--- src/rtl/lzss_pkg.sv ---
`timescale 1ns / 1ps

package lzss_pkg;

   localparam int INDEX_BITS_DEF  = 11;
   localparam int LENGTH_BITS_DEF = 4;
   localparam int CMD_FIFO_DEPTH  = 4;

   localparam logic [7:0] SPACE_CHAR = 8'h20;

   localparam logic [1:0] CMD_LITERAL = 2'd0;
   localparam logic [1:0] CMD_MATCH   = 2'd1;
   localparam logic [1:0] CMD_RESTART = 2'd2;

   typedef struct packed {
      logic [1:0] kind;
      logic       restart;
   } cmd_ctrl_type;

endpackage

--- src/rtl/lzss_cmd_fifo.sv ---
`timescale 1ns / 1ps

module lzss_cmd_fifo #(
   parameter int WIDTH = 16,
   parameter int DEPTH = lzss_pkg::CMD_FIFO_DEPTH
) (
   input  logic             clock,
   input  logic             reset,
   input  logic             push,
   output logic             in_ready,
   input  logic [WIDTH-1:0] push_data,
   output logic             out_valid,
   input  logic             pop,
   output logic [WIDTH-1:0] pop_data
);
   localparam int PTR_W = (DEPTH > 1) ? $clog2(DEPTH) : 1;
   localparam int CNT_W = $clog2(DEPTH + 1);

   logic [WIDTH-1:0] slot_ff [DEPTH];
   logic [PTR_W-1:0] wr_ptr_ff, rd_ptr_ff;
   logic [CNT_W-1:0] count_ff;
   logic             do_push, do_pop;

   assign in_ready  = count_ff != CNT_W'(DEPTH);
   assign out_valid = count_ff != '0;
   assign pop_data  = slot_ff[rd_ptr_ff];
   assign do_push   = push && in_ready;
   assign do_pop    = pop && out_valid;

   always_ff @(posedge clock) begin
      if (do_push) begin
         slot_ff[wr_ptr_ff] <= push_data;
      end
   end

   always_ff @(posedge clock) begin
      if (reset) begin
         wr_ptr_ff <= '0;
         rd_ptr_ff <= '0;
         count_ff  <= '0;
      end else begin
         if (do_push) begin
            wr_ptr_ff <= (wr_ptr_ff == PTR_W'(DEPTH - 1)) ? '0 : wr_ptr_ff + 1'b1;
         end
         if (do_pop) begin
            rd_ptr_ff <= (rd_ptr_ff == PTR_W'(DEPTH - 1)) ? '0 : rd_ptr_ff + 1'b1;
         end
         if (do_push && !do_pop) begin
            count_ff <= count_ff + 1'b1;
         end else if (do_pop && !do_push) begin
            count_ff <= count_ff - 1'b1;
         end
      end
   end

endmodule

--- config.mk ---
export PLATFORM = sky130hd
export DESIGN_NAME = lzss_cmd_fifo
export DESIGN_NICKNAME = d
export VERILOG_FILES = /design/src/rtl/lzss_pkg.sv /design/src/rtl/lzss_cmd_fifo.sv
export SDC_FILE = /design/constraint.sdc
export NUM_CORES = 1
export LEC_CHECK = 0
export BUFFER_PORTS_ARGS = -buffer_cell sky130_fd_sc_hd__buf_4
export CORE_MARGIN = 2
export CORE_UTILIZATION = 60
export CTS_CLUSTER_DIAMETER = 40
export DETAILED_ROUTE_END_ITERATION = 12
export PLACE_DENSITY = 0.89
export SYNTH_ARGS = -nofsm -noshare
export SYNTH_HDL_FRONTEND = slang
export SYNTH_SLANG_ARGS = --single-unit
export TNS_END_PERCENT = 5
--- constraint.sdc ---
create_clock -name clock -period 4.1 [get_ports clock]
set_input_delay 0.82 -clock clock [delete_from_list [all_inputs] [get_ports clock]]
set_output_delay 0.82 -clock clock [all_outputs]
set_load 0.01 [all_outputs]
==> reports/qor.csv <==
stage,metric,value,unit
sta,Slew @ Worst Pin,810,ps
cts,clock sink count,73,
sta,clock skew,6.85,ps
routing,Pre-Repair DR Iteration Count,4,
critical_path,critical setup path kind,flip-flop to output port,
yosys,synthesized netlist cell count,132,
sta,Final Critical Period,2790,ps
floorplan,FP Rows,24,
routing,detailed-route wire length per cell,19.1,µm
critical_path,Worst path most repeated cell,buf_4,
sta,worst relative slew slack,45.9,%
yosys,Ys Warns,0,
yosys,Seq cells post-synth,73,
placed_design,dpl ws,1480,ps
sta,# setup viols final,0,
cells_and_area,Multi-input gate area,644,µm²
sta,Final Hold Viols,0,
yosys,syn avg cell area,21.1,µm²
floorplan,core area,4410,µm²
routing,final WL,4440,µm
yosys,top_reg_cell synth,edfxtp_1,
critical_path,crit end category,output port,
grt,GRT Total Usage,19.6,%
floorplan,starting density of the core,63.2,%
cells_and_area,fin util,75.6,%
yosys,sequential cell area fraction in the yosys report,75.4,%
power_and_ir_drop,PwrDens,620,nW/µm²
sta,FMAX,0.359,GHz
cts,root buffer cell,clkbuf_8,
routing,Routed Antenna Nets,0,
cts,clk_lat worst skew,340,ps
run,max-cap violations,0,
placed_design,dpl hpwl,2840,µm
sta,Slew Limit Fails,0,
critical_path,CP startpoint kind,flip-flop,
yosys,"EDFF count, synth",64,
cts,clock transition at the registers of the reported paths,70,ps
critical_path,Critical Path Slowest Stage Cell,dfxtp_1,
floorplan,Die Wd,72.2,µm
critical_path,R2R depth,7,
cells_and_area,# nets final,202,
critical_path,biggest fanout along the worst timing path,10,
cells_and_area,share of post-route cells with drive strength above 1,43.3,%
sta,final worst-path cycle share,68.0,%
worst_hold_path,hold endpoint,rd_ptr_ff[0]$_SDFFE_PP0P_,
critical_path,"slowest stage delay, CP",600,ps
floorplan,Die H,72.2,µm
yosys,"top cells by count, synth","edfxtp_1, mux4_2, dfxtp_1, ha_1, and3_2",
yosys,ys async rst share,0,%
critical_path,critical-path cell list,"buf_4, mux4_2, buf_4",
power_and_ir_drop,Leak,1.20,nW
cells_and_area,Fillers,261,
sta,RSZ-0062 raised after global routing,false,
yosys,distinct cell type count after synthesis,26,
placed_design,I/O Buffers,37,
worst_hold_path,hold crit path type,flip-flop to flip-flop,
routing,# DRC,0,
yosys,Post-Syn Nets,159,
yosys,"top cells by area, synth","edfxtp_1, mux4_2, dfxtp_1",
sta,final hold slack,500,ps
yosys,Synth top area share,68.9,%
cts,Hold Buf Count CTS,0,
critical_path,RR Endpoint,count_ff[2]$_SDFFE_PP0P_,
power_and_ir_drop,total power,2.07,mW
cts,CTS tree,yes,
critical_path,CP required,3280,ps
power_and_ir_drop,peak supply drop,379,µV
critical_path,R2R Path Start,count_ff[0]$_SDFFE_PP0P_,
grt,first-pass GRT wire length,7110,µm
cells_and_area,Antenna diodes,0,
placed_design,routability cong.,0.708,
sta,fin worst setup slack,1310,ps
floorplan,die area,5210,µm²
cts,TritonCTS buffer count,9,
grt,vias in the first global route,1414,
cts,Post-CTS Setup Inserts,0,
cells_and_area,Area Growth Syn to Fin,19.7,%
routing,post-detailed-route via-to-cell ratio,5.76,
grt,largest net degree at the start of global routing,17,
routing,DRT iter0 DRCs,85,
grt,antenna violations before repair,0,
worst_hold_path,hold_sp,rd_ptr_ff[0]$_SDFFE_PP0P_,
grt,grt total ovfl,0,
cts,"Gates resized, CTS repair",0,
sta,final setup TNS,0,ps
yosys,"Cell Area, Synth",2790,µm²
floorplan,Top Ports,38,
worst_hold_path,hold depth,2,
status,status,completed,
cts,# H-tree levels,3,
cells_and_area,Reg area,2100,µm²
yosys,most common cell in the synthesized netlist,edfxtp_1,
critical_path,"Arr. time, crit path",1970,ps
yosys,Yosys top cell by area,edfxtp_1,
critical_path,R2R Setup Slk,1710,ps
routing,vias post-DR,1336,
cts,Clock Tree Buf Depth,2,
layout by cell type (no fill, tap or decap):
cell	netlist	final
o31ai_2	1	1
a21oi_1	2	2
xor2_1	2	2
mux2i_1	3	3
and3_2	4	4
nand2_1	1	1
clkbuf_8	0	11
or3_2	2	2
inv_1	3	3
or3b_1	1	1
fa_1	1	1
buf_4	1	38
and2_4	1	1
clkinv_2	0	2
o31ai_1	1	1
o21ai_0	1	1
nor2_1	3	3
mux4_2	16	16
dfxtp_1	9	9
or3_1	1	1
nand2b_1	2	2
edfxtp_1	64	64
nand3_1	1	1
bufinv_16	0	2
clkinvlp_4	0	1
nor3_1	1	1
ha_1	6	6
kinds of logic after synthesis:
kind of cell,after synthesis,synth area share [%]
flops,73,75.4
mux,19,14.0
simple gates,17,3.81
buf+inv,9,1.48
fa+ha+maj,7,3.41
compound gates,5,1.26
xor+xnor,2,0.628
flip-flops by register name, indices dropped and copies added, names as in the netlist, named ones only:
signal,count
slot_ff,64
wr_ptr_ff,2
rd_ptr_ff,2
count_ff,3
per-stage QoR:
stage / area (µm²) / cells
global placement: 3110 / 216
CTS: 3340 / 232
global route: 3340 / 232
floorplan: 2790 / 132
detailed placement: 3110 / 216
finish: 3340 / 232
layer usage:
layer  part of all wire (%)  vias up  GRT usage (%)
li1                       -      613              -
met5                      0        -              0
met2                     53       31           32.9
met1                     41      684           22.9
met3                    4.2        8           5.28
met4                    1.8        0           11.3
power by group:
group | internal (mW) | switching (mW) | leakage [nW]
sequential | 0.907 | 0.0617 | 0.661
clock | 0.373 | 0.245 | 0.115
combinational | 0.262 | 0.218 | 0.419
total | 1.54 | 0.525 | 1.20
worst max-delay path, delay by kind of cell (launching register included):
kind	cells	cell delay, ps
DFF	1	600
buffers and inverters	2	490
muxes	1	550
cell type report:
class | count | area share [%]
clock inverters | 5 | 2.32
repair buffers | 38 | 8.55
clock buffers | 11 | 4.54
well taps | 52 | 1.95
flip-flops and latches | 73 | 63.0
inverters | 3 | 0.337
multi-input cells | 50 | 19.3
how the worst max path moves through the flow:
stage / endpoint / slack (ps) / start / depth (start not counted)
final: pop_data[2] / 1310 / flip-flop / 3
after global placement: count_ff[2]$_SDFFE_PP0P_ / 1620 / pop / 8
after global routing: pop_data[2] / 1170 / flip-flop / 3
after CTS: pop_data[2] / 1250 / flip-flop / 3
after detailed placement: count_ff[2]$_SDFFE_PP0P_ / 1480 / pop / 8
after floorplan: count_ff[2]$_SDFFE_PP0P_ / 1760 / pop / 7
(Power assumes the default switching activity.)
