==> src/rtl/lzss_pkg.sv <==
`timescale 1ns / 1ps

package lzss_pkg;

   localparam int INDEX_BITS_DEF  = 11;
   localparam int LENGTH_BITS_DEF = 4;
   localparam int CMD_FIFO_DEPTH  = 4;

   localparam logic [7:0] SPACE_CHAR = 8'h20;

   localparam logic [1:0] CMD_LITERAL = 2'd0;
   localparam logic [1:0] CMD_MATCH   = 2'd1;
   localparam logic [1:0] CMD_RESTART = 2'd2;

   typedef struct packed {
      logic [1:0] kind;
      logic       restart;
   } cmd_ctrl_type;

endpackage

==> src/rtl/lzss_front.sv <==
`timescale 1ns / 1ps

module lzss_front #(
   parameter int INDEX_BITS  = lzss_pkg::INDEX_BITS_DEF,
   parameter int LENGTH_BITS = lzss_pkg::LENGTH_BITS_DEF
) (
   input  logic                                clock,
   input  logic                                reset,
   input  logic                                req_valid,
   output logic                                req_ready,
   input  logic [7:0]                          req_code_byte,
   input  logic                                req_last_code_byte,
   output logic                                cmd_valid,
   input  logic                                cmd_ready,
   output lzss_pkg::cmd_ctrl_type              cmd_ctrl,
   output logic [INDEX_BITS+LENGTH_BITS-1:0]   cmd_payload
);
   import lzss_pkg::*;

   localparam int ACC_W  = INDEX_BITS + LENGTH_BITS;
   localparam int HELD_W = $clog2(ACC_W + 1);

   localparam logic [1:0] PH_FLAG  = 2'd0;
   localparam logic [1:0] PH_LIT   = 2'd1;
   localparam logic [1:0] PH_MATCH = 2'd2;

   logic [1:0]        phase_ff, phase_in;
   logic [ACC_W-1:0]  acc_ff, acc_in;
   logic [HELD_W-1:0] held_ff, held_in;
   logic              tok;
   logic [1:0]        tok_kind;
   logic [ACC_W-1:0]  tok_data;
   logic              fire;

   always_comb begin
      phase_in = phase_ff;
      acc_in   = acc_ff;
      held_in  = held_ff;
      tok      = 1'b0;
      tok_kind = CMD_LITERAL;
      tok_data = '0;
      for (int b = 7; b >= 0; b--) begin
         if (phase_in != PH_LIT && phase_in != PH_MATCH) begin
            phase_in = req_code_byte[b] ? PH_LIT : PH_MATCH;
            acc_in   = '0;
            held_in  = '0;
         end else begin
            acc_in  = {acc_in[ACC_W-2:0], req_code_byte[b]};
            held_in = held_in + 1'b1;
            if (phase_in == PH_LIT && held_in >= HELD_W'(8)) begin
               tok      = 1'b1;
               tok_kind = CMD_LITERAL;
               tok_data = acc_in;
               phase_in = PH_FLAG;
               acc_in   = '0;
               held_in  = '0;
            end else if (phase_in == PH_MATCH && held_in >= HELD_W'(ACC_W)) begin
               tok      = 1'b1;
               tok_kind = CMD_MATCH;
               tok_data = acc_in;
               phase_in = PH_FLAG;
               acc_in   = '0;
               held_in  = '0;
            end
         end
      end
   end

   assign req_ready        = cmd_ready;
   assign fire             = req_valid && req_ready;
   assign cmd_valid        = fire && (tok || req_last_code_byte);
   assign cmd_ctrl.kind    = tok ? tok_kind : CMD_RESTART;
   assign cmd_ctrl.restart = req_last_code_byte;
   assign cmd_payload      = tok_data;

   always_ff @(posedge clock) begin
      if (reset || (fire && req_last_code_byte)) begin
         phase_ff <= PH_FLAG;
         acc_ff   <= '0;
         held_ff  <= '0;
      end else if (fire) begin
         phase_ff <= phase_in;
         acc_ff   <= acc_in;
         held_ff  <= held_in;
      end
   end

endmodule

==> config.mk <==
export PLATFORM = sky130hd
export DESIGN_NAME = lzss_front
export DESIGN_NICKNAME = d
export VERILOG_FILES = /design/src/rtl/lzss_pkg.sv /design/src/rtl/lzss_front.sv
export SDC_FILE = /design/constraint.sdc
export NUM_CORES = 1
export LEC_CHECK = 0
export ABC_AREA = 1
export BUFFER_PORTS_ARGS = -buffer_cell sky130_fd_sc_hd__buf_2
export CORE_MARGIN = 2
export CORE_UTILIZATION = 30
export CTS_CLUSTER_SIZE = 10
export DETAILED_ROUTE_END_ITERATION = 8
export GPL_TIMING_DRIVEN = 0
export PLACE_DENSITY_LB_ADDON = 0.08
export SKIP_LAST_GASP = 1
export SLEW_MARGIN = 20
export SYNTH_ARGS = -nofsm -noshare
export SYNTH_HDL_FRONTEND = slang
export SYNTH_SLANG_ARGS = --single-unit
export TNS_END_PERCENT = 10
==> constraint.sdc <==
create_clock -name clock -period 12.2 [get_ports clock]
set_clock_uncertainty 0.15 [all_clocks]
set_input_delay 0 -clock clock [delete_from_list [all_inputs] [get_ports clock]]
set_output_delay 0 -clock clock [all_outputs]
set_load 0.05 [all_outputs]
==> flow_summary.yaml, run 1 <==
setup_path:
  path_common_cell: "inv_1"
  crit_path_max_fanout: 10
  reg2reg_to: "held_ff[3]"
  r2r-start: "phase_ff[0]"
  cp.arrival_ns: 10.96
  r2r_cells: 64
  path_delay_family: "simple AND/OR/NAND/NOR gates"
  crit_slowest_cell: "dfxtp_1"
  slowest_delay_ns: 0.44
  start_kind: "register"
  crit_path_end_kind: "primary output"
  critPathRequiredTime_ns: 12.05
  critical_path_class: "register to primary output"
  critical_path_buf_inv_count: 23
  r2r_setup_slack_ns: 1.42
cts:
  clockBufferDepth: 2
  cts-root-buf: "clkbuf_16"
  clk_latency_ns: 0.24
  cts_inserted_buffers: 3
  clock_sinks: 20
  h-tree-depth: 1
  cts_tree: "built"
  clkSlewWorstSetupHoldPaths_ns: 0.05
yosys:
  syn_area_um2: 4630
  synth_warnings: 0
  synthesis.nets: 862
  yosys.area.top_type: "nand2_1"
  synth_area_leaders: "nand2_1, inv_1, dfxtp_1"
  ys.flop_type: "dfxtp_1"
  synth_top_cell_area_share_pct: 14.7
  async_reset_ff_share_pct: 0
  ys_ff_latch: 20
  syn_avg_cell_area_um2: 5.67
  synthDistinctLibCells: 44
  synth_edf_count: 0
  synth_cells: 817
  synth_seq_area_share_pct: 8.64
cells_and_area:
  area_growth_pct: 12.9
  seqCellArea_um2: 400
  finish.instance_area_um2: 5230
  n_antenna_cell: 0
  final_core_util_pct: 34.5
  multi_input_area_um2: 3640
  num-fill-cells: 1711
  drive_gt1_share_pct: 16.8
  final_nets: 904
grt:
  overflow: 0
  grt_max_degree: 11
  grt_pass1_wl_um: 25900
  grtUsageTotal_pct: 19.4
  antenna_found_initial: 0
  first_global_vias: 5117
die:
  boundaryPins: 33
  rows: 45
  die_y_um: 128
  die_width_um: 128
  initial_core_util_pct: 30.6
  core-area_um2: 15100
  dieArea_um2: 16500
min_path:
  min-delay-start: "req_code_byte[0]"
  hp-class: "primary input to register"
  hold_end: "acc_ff[0]"
  min_path_cells: 4
detailed_routing:
  via_per_inst: 5.20
  dr.pass1.iters: 5
  wl_per_cell_um: 15.5
  route.antenna.remaining_nets: 0
  routed_wl_um: 16200
  drt_iter0_markers: 342
  remaining_drc_errors: 0
  vias: 5433
timing:
  hold_viol_final: 0
  tns_ns: 0
  rsz0062_at_grt: "no"
  drv_slew: 0
  finalCriticalPeriod_ns: 11.11
  period_share_pct: 91.1
  setup_violations: 0
  worst_pin_slew_ns: 0.686
  relSlewSlack_pct: 54.1
  clock.fmax_ghz: 0.0900
placed_design:
  dpl_cell_area_um2: 5030
  io_buffers: 32
  gp_congestion: 0.865
  hpwl_um: 13600
run_status:
  run_status: "finished, final reports clean"
flow_run:
  drv_cap: 0
[per-stage QoR]
| step | std cells | worst slack, ns | hold slack (ns) |
|---|---|---|---|
| final | 1045 | 1.09 | 0.0227 |
| after global routing | 1045 | 0.00168 | 0.0333 |
| after CTS | 1043 | 0.0529 | 0.0175 |
| after detailed placement | 1037 | 0.325 | 0.156 |
| after global placement | 1037 | 0.451 | 0.156 |
| after floorplan | 817 | 2.50 | 0.0171 |
[cells in the mapped netlist (3+ instances only)]
cell type,number
dfxtp_1,20
clkinv_1,4
a21oi_1,35
clkbuf_1,12
nor2_1,95
nand2_4,9
nand3_1,65
nor2_2,9
inv_2,4
buf_4,8
o22ai_1,11
buf_2,4
a31oi_1,7
inv_1,121
o31ai_1,5
nand3_2,12
nand2_1,182
nor2_4,8
nor4_1,3
nand4_1,14
nor3_1,24
nand3_4,4
a22oi_1,5
o21ai_0,55
o211ai_1,14
ha_1,32
o21ai_2,13
buf_6,3
a211oi_1,3
nand2_2,18
[worst reg2reg max path, delay by kind of cell, from the launching register on]
| family | cells | cell delay, ns |
|---|---|---|
| AOI/OAI and AO/OA | 6 | 1.09 |
| adders and majority gates | 8 | 2.13 |
| DFF | 1 | 0.44 |
| and+or+nand+nor | 29 | 4.01 |
| buffers and inverters | 21 | 2.89 |
[sequential cells by signal, indices dropped and copies added (netlist names)]
signal    cells
acc_ff       14
held_ff       4
phase_ff      2
[per-layer routing]
layer,vias to the layer above,part of all wire [%],GRT usage (%)
met5,-,0,0
met4,0,0.89,2.71
met3,14,3.9,0.918
met2,126,47,33.5
met1,2527,48,27.3
li1,2766,-,-
[cells by family (layout without fill, tap and decap cells)]
| group | after synthesis | count (layout) | share of synthesized area [%] |
|---|---|---|---|
| adders and majority gates | 32 | 32 | 8.64 |
| DFF | 20 | 20 | 8.64 |
| and+or+nand+nor | 448 | 448 | 47.6 |
| buffers and inverters | 158 | 198 | 14.2 |
| AOI/OAI and AO/OA | 159 | 159 | 21.0 |
[cell usage in the layout, fill, tap and decap left out, types with 3 or more instances in the layout]
cell type / synthesis / layout
a22oi_1: 5 / 5
dlygate4sd3_1: 0 / 3
o21ai_0: 55 / 55
clkbuf_16: 0 / 3
buf_2: 4 / 33
nand2_1: 182 / 181
o31ai_1: 5 / 5
nand3_1: 65 / 65
nor4_1: 3 / 3
o21ai_2: 13 / 13
buf_4: 8 / 10
a31oi_1: 7 / 7
nor2_2: 9 / 8
nand3_4: 4 / 5
nand4_1: 14 / 14
clkbuf_1: 12 / 11
a21oi_1: 35 / 35
nor2_4: 8 / 13
nand3_2: 12 / 11
inv_1: 121 / 120
o22ai_1: 11 / 11
clkbuf_4: 0 / 3
buf_6: 3 / 3
dfxtp_1: 20 / 20
clkinv_1: 4 / 3
o211ai_1: 14 / 14
ha_1: 32 / 31
inv_2: 4 / 4
nand2_2: 18 / 19
nor2_1: 95 / 91
nor3_1: 24 / 23
nand2_4: 9 / 9
[area by class of cell]
| class | count | share of cell area (%) |
|---|---|---|
| inverters | 130 | 9.52 |
| flip-flops and latches | 20 | 7.66 |
| well taps | 188 | 4.50 |
| clock buffers | 3 | 1.44 |
| multi-input cells | 639 | 69.6 |
| plain buffers | 28 | 3.23 |
| repair buffers | 37 | 4.07 |
[worst max path at each step]
stage           startpoint               to  slack (ns)  depth (start not counted)
2_1_floorplan   held_ff[0]   cmd_payload[0]        2.50                         66
3_3_place_gp    held_ff[0]  cmd_payload[10]        0.45                         68
3_5_place_dp    held_ff[0]  cmd_payload[10]        0.32                         71
4_1_cts         held_ff[0]  cmd_payload[10]        0.05                         71
5_1_grt         held_ff[0]  cmd_payload[10]       0.002                         67
6_report       phase_ff[0]  cmd_payload[11]        1.09                         65
[repair_timing]
action	in CTS	in global routing
setup endpoints to repair	0	38
buffers inserted	0	2
hold buffers	3	0
endpoints found under the hold margin	1	0
gates resized for setup	0	21
Power of run 1 is not shown: default switching activity piles up to over one toggle a cycle in this logic, so the estimate is an artifact.
==> inputs of run 2 (changes only) <==
--- a/config.mk
+++ b/config.mk
@@ -7,6 +7,8 @@
 export LEC_CHECK = 0
 export ABC_AREA = 1
 export BUFFER_PORTS_ARGS = -buffer_cell sky130_fd_sc_hd__buf_2
+export CELL_PAD_IN_SITES_DETAIL_PLACEMENT = 2
+export CELL_PAD_IN_SITES_GLOBAL_PLACEMENT = 2
 export CORE_MARGIN = 2
 export CORE_UTILIZATION = 30
 export CTS_CLUSTER_SIZE = 10
==> run 2 against run 1 <==
Flip-flop and latch count is the same. Sequential share of layout area about the same. Non-clock buffer count rose by 2. Utilization is 0.20 points higher. Global-route usage is 4.0 points higher. First-iteration DRC count down 30%. Maximum frequency grew 0.92%. Critical path depth unchanged. Critical path type unchanged. Critical endpoint is now cmd_payload[7]. Largest cell class unchanged. Highest routed layer unchanged.
==> flow_summary.yaml, run 2 (synthesis results as in run 1) <==
cells_and_area:
  seqCellArea_um2: 400
  reg_top3: "acc_ff x14, held_ff x4, phase_ff x2"
  final_nets: 906
  num-fill-cells: 1965
  final_core_util_pct: 34.7
  finish.instance_area_um2: 5260
  regMostFlops: "acc_ff"
  layout_commonest_cell: "nand2_1"
  area_growth_pct: 13.5
  n_antenna_cell: 0
  drive_gt1_share_pct: 17.5
  most-common-layout-cells: "nand2_1, inv_1, nor2_1, nand3_1, o21ai_0"
  multi_input_area_um2: 3650
  largest_register_ffs: 14
die:
  boundaryPins: 33
  rows: 45
  core-area_um2: 15100
  initial_core_util_pct: 30.6
  die_width_um: 128
  die_y_um: 128
  dieArea_um2: 16500
setup_path:
  critical_path_buf_inv_count: 23
  r2r_setup_slack_ns: 1.35
  reg2reg_to: "held_ff[3]"
  r2r_cells: 64
  r2r-start: "phase_ff[0]"
  critPathRequiredTime_ns: 12.05
  cp.arrival_ns: 10.86
  path_common_cell: "inv_1"
  crit_slowest_cell: "dfxtp_1"
  start_kind: "register"
  crit_path_end_kind: "primary output"
  crit_path_max_fanout: 10
  critical_path_class: "register to primary output"
  slowest_delay_ns: 0.41
  path_delay_family: "simple AND/OR/NAND/NOR gates"
min_path:
  min_path_cells: 4
  hp-class: "primary input to register"
  min-delay-start: "req_code_byte[0]"
  hold_end: "acc_ff[0]"
cts:
  cts_inserted_buffers: 3
  cts-root-buf: "clkbuf_16"
  clockBufferDepth: 2
  clk_latency_ns: 0.25
  clkSlewWorstSetupHoldPaths_ns: 0.05
  clock_sinks: 20
  h-tree-depth: 1
  cts_tree: "built"
timing:
  holdWs_ns: 0.0186
  drv_slew: 0
  relSlewSlack_pct: 53.7
  setup_violations: 0
  clock.fmax_ghz: 0.0908
  hold_viol_final: 0
  finalCriticalPeriod_ns: 11.01
  worst_pin_slew_ns: 0.691
  period_share_pct: 90.3
placed_design:
  hpwl_um: 16300
  io_buffers: 32
  dpl_cell_area_um2: 5030
  gp_congestion: 0.853
detailed_routing:
  wl_per_cell_um: 18.3
  drt_iter0_markers: 238
  dr.pass1.iters: 4
  route.antenna.remaining_nets: 0
  routed_wl_um: 19200
  via_per_inst: 5.33
  remaining_drc_errors: 0
  vias: 5577
flow_run:
  drv_cap: 0
grt:
  first_global_vias: 5890
  grt_pass1_wl_um: 30900
  antenna_found_initial: 0
  grt_max_degree: 11
  overflow: 0
  grtUsageTotal_pct: 23.4
run_status:
  run_status: "finished, final reports clean"
[run 2: repair_timing]
| item | CTS | global route |
|---|---|---|
| hold endpoints to repair | 1 | 0 |
| setup buffers | 0 | 4 |
| endpoints found under the setup margin | 35 | 38 |
| gates resized for setup | 8 | 20 |
| pin swaps | 0 | 1 |
| hold buffers | 3 | 0 |
[run 2: worst max path at each step]
stage	start	end	slack (ns)	cells past startpoint
finish	phase_ff[0]	cmd_payload[7]	1.19	65
global route	phase_ff[0]	cmd_payload[10]	-0.03	66
floorplan	held_ff[0]	cmd_payload[0]	2.50	66
global placement	held_ff[0]	cmd_payload[5]	-0.005	71
detailed placement	held_ff[0]	cmd_payload[5]	-0.37	71
CTS	held_ff[0]	cmd_payload[5]	0.06	69
[run 2: layout make-up]
cell class,count,share of cell area [%]
inverters,130,9.42
clock buffers,3,1.43
flip-flops and latches,20,7.61
plain buffers,28,3.26
multi-input cells,639,69.5
repair buffers,39,4.33
well taps,188,4.47
[run 2: worst reg2reg max path, delay by kind of cell, from the launching register on]
family	cells	cell delay (ns)
simple gates	29	3.98
buf+inv	21	2.98
fa+ha+maj	8	2.12
compound gates	6	1.13
flops	1	0.41
[run 2: layer usage]
layer	wire length [µm]	part of all wire, %	track usage [%]	up-vias
met5	0	0	0	-
met4	255	1.3	3.94	0
met3	425	2.2	0.918	21
met2	9570	50	41.9	65
met1	8960	47	31.5	2730
li1	-	-	-	2761
[run 2: metrics by stage]
stage	worst slack, ns	std cells	setup TNS (ns)
6_report	1.19	1047	0
3_3_place_gp	-0.00524	1037	-0.00524
2_1_floorplan	2.50	817	0
4_1_cts	0.0602	1043	0
3_5_place_dp	-0.367	1037	-7.48
5_1_grt	-0.0265	1047	-0.126
Power of run 2 is left out for the same reason.
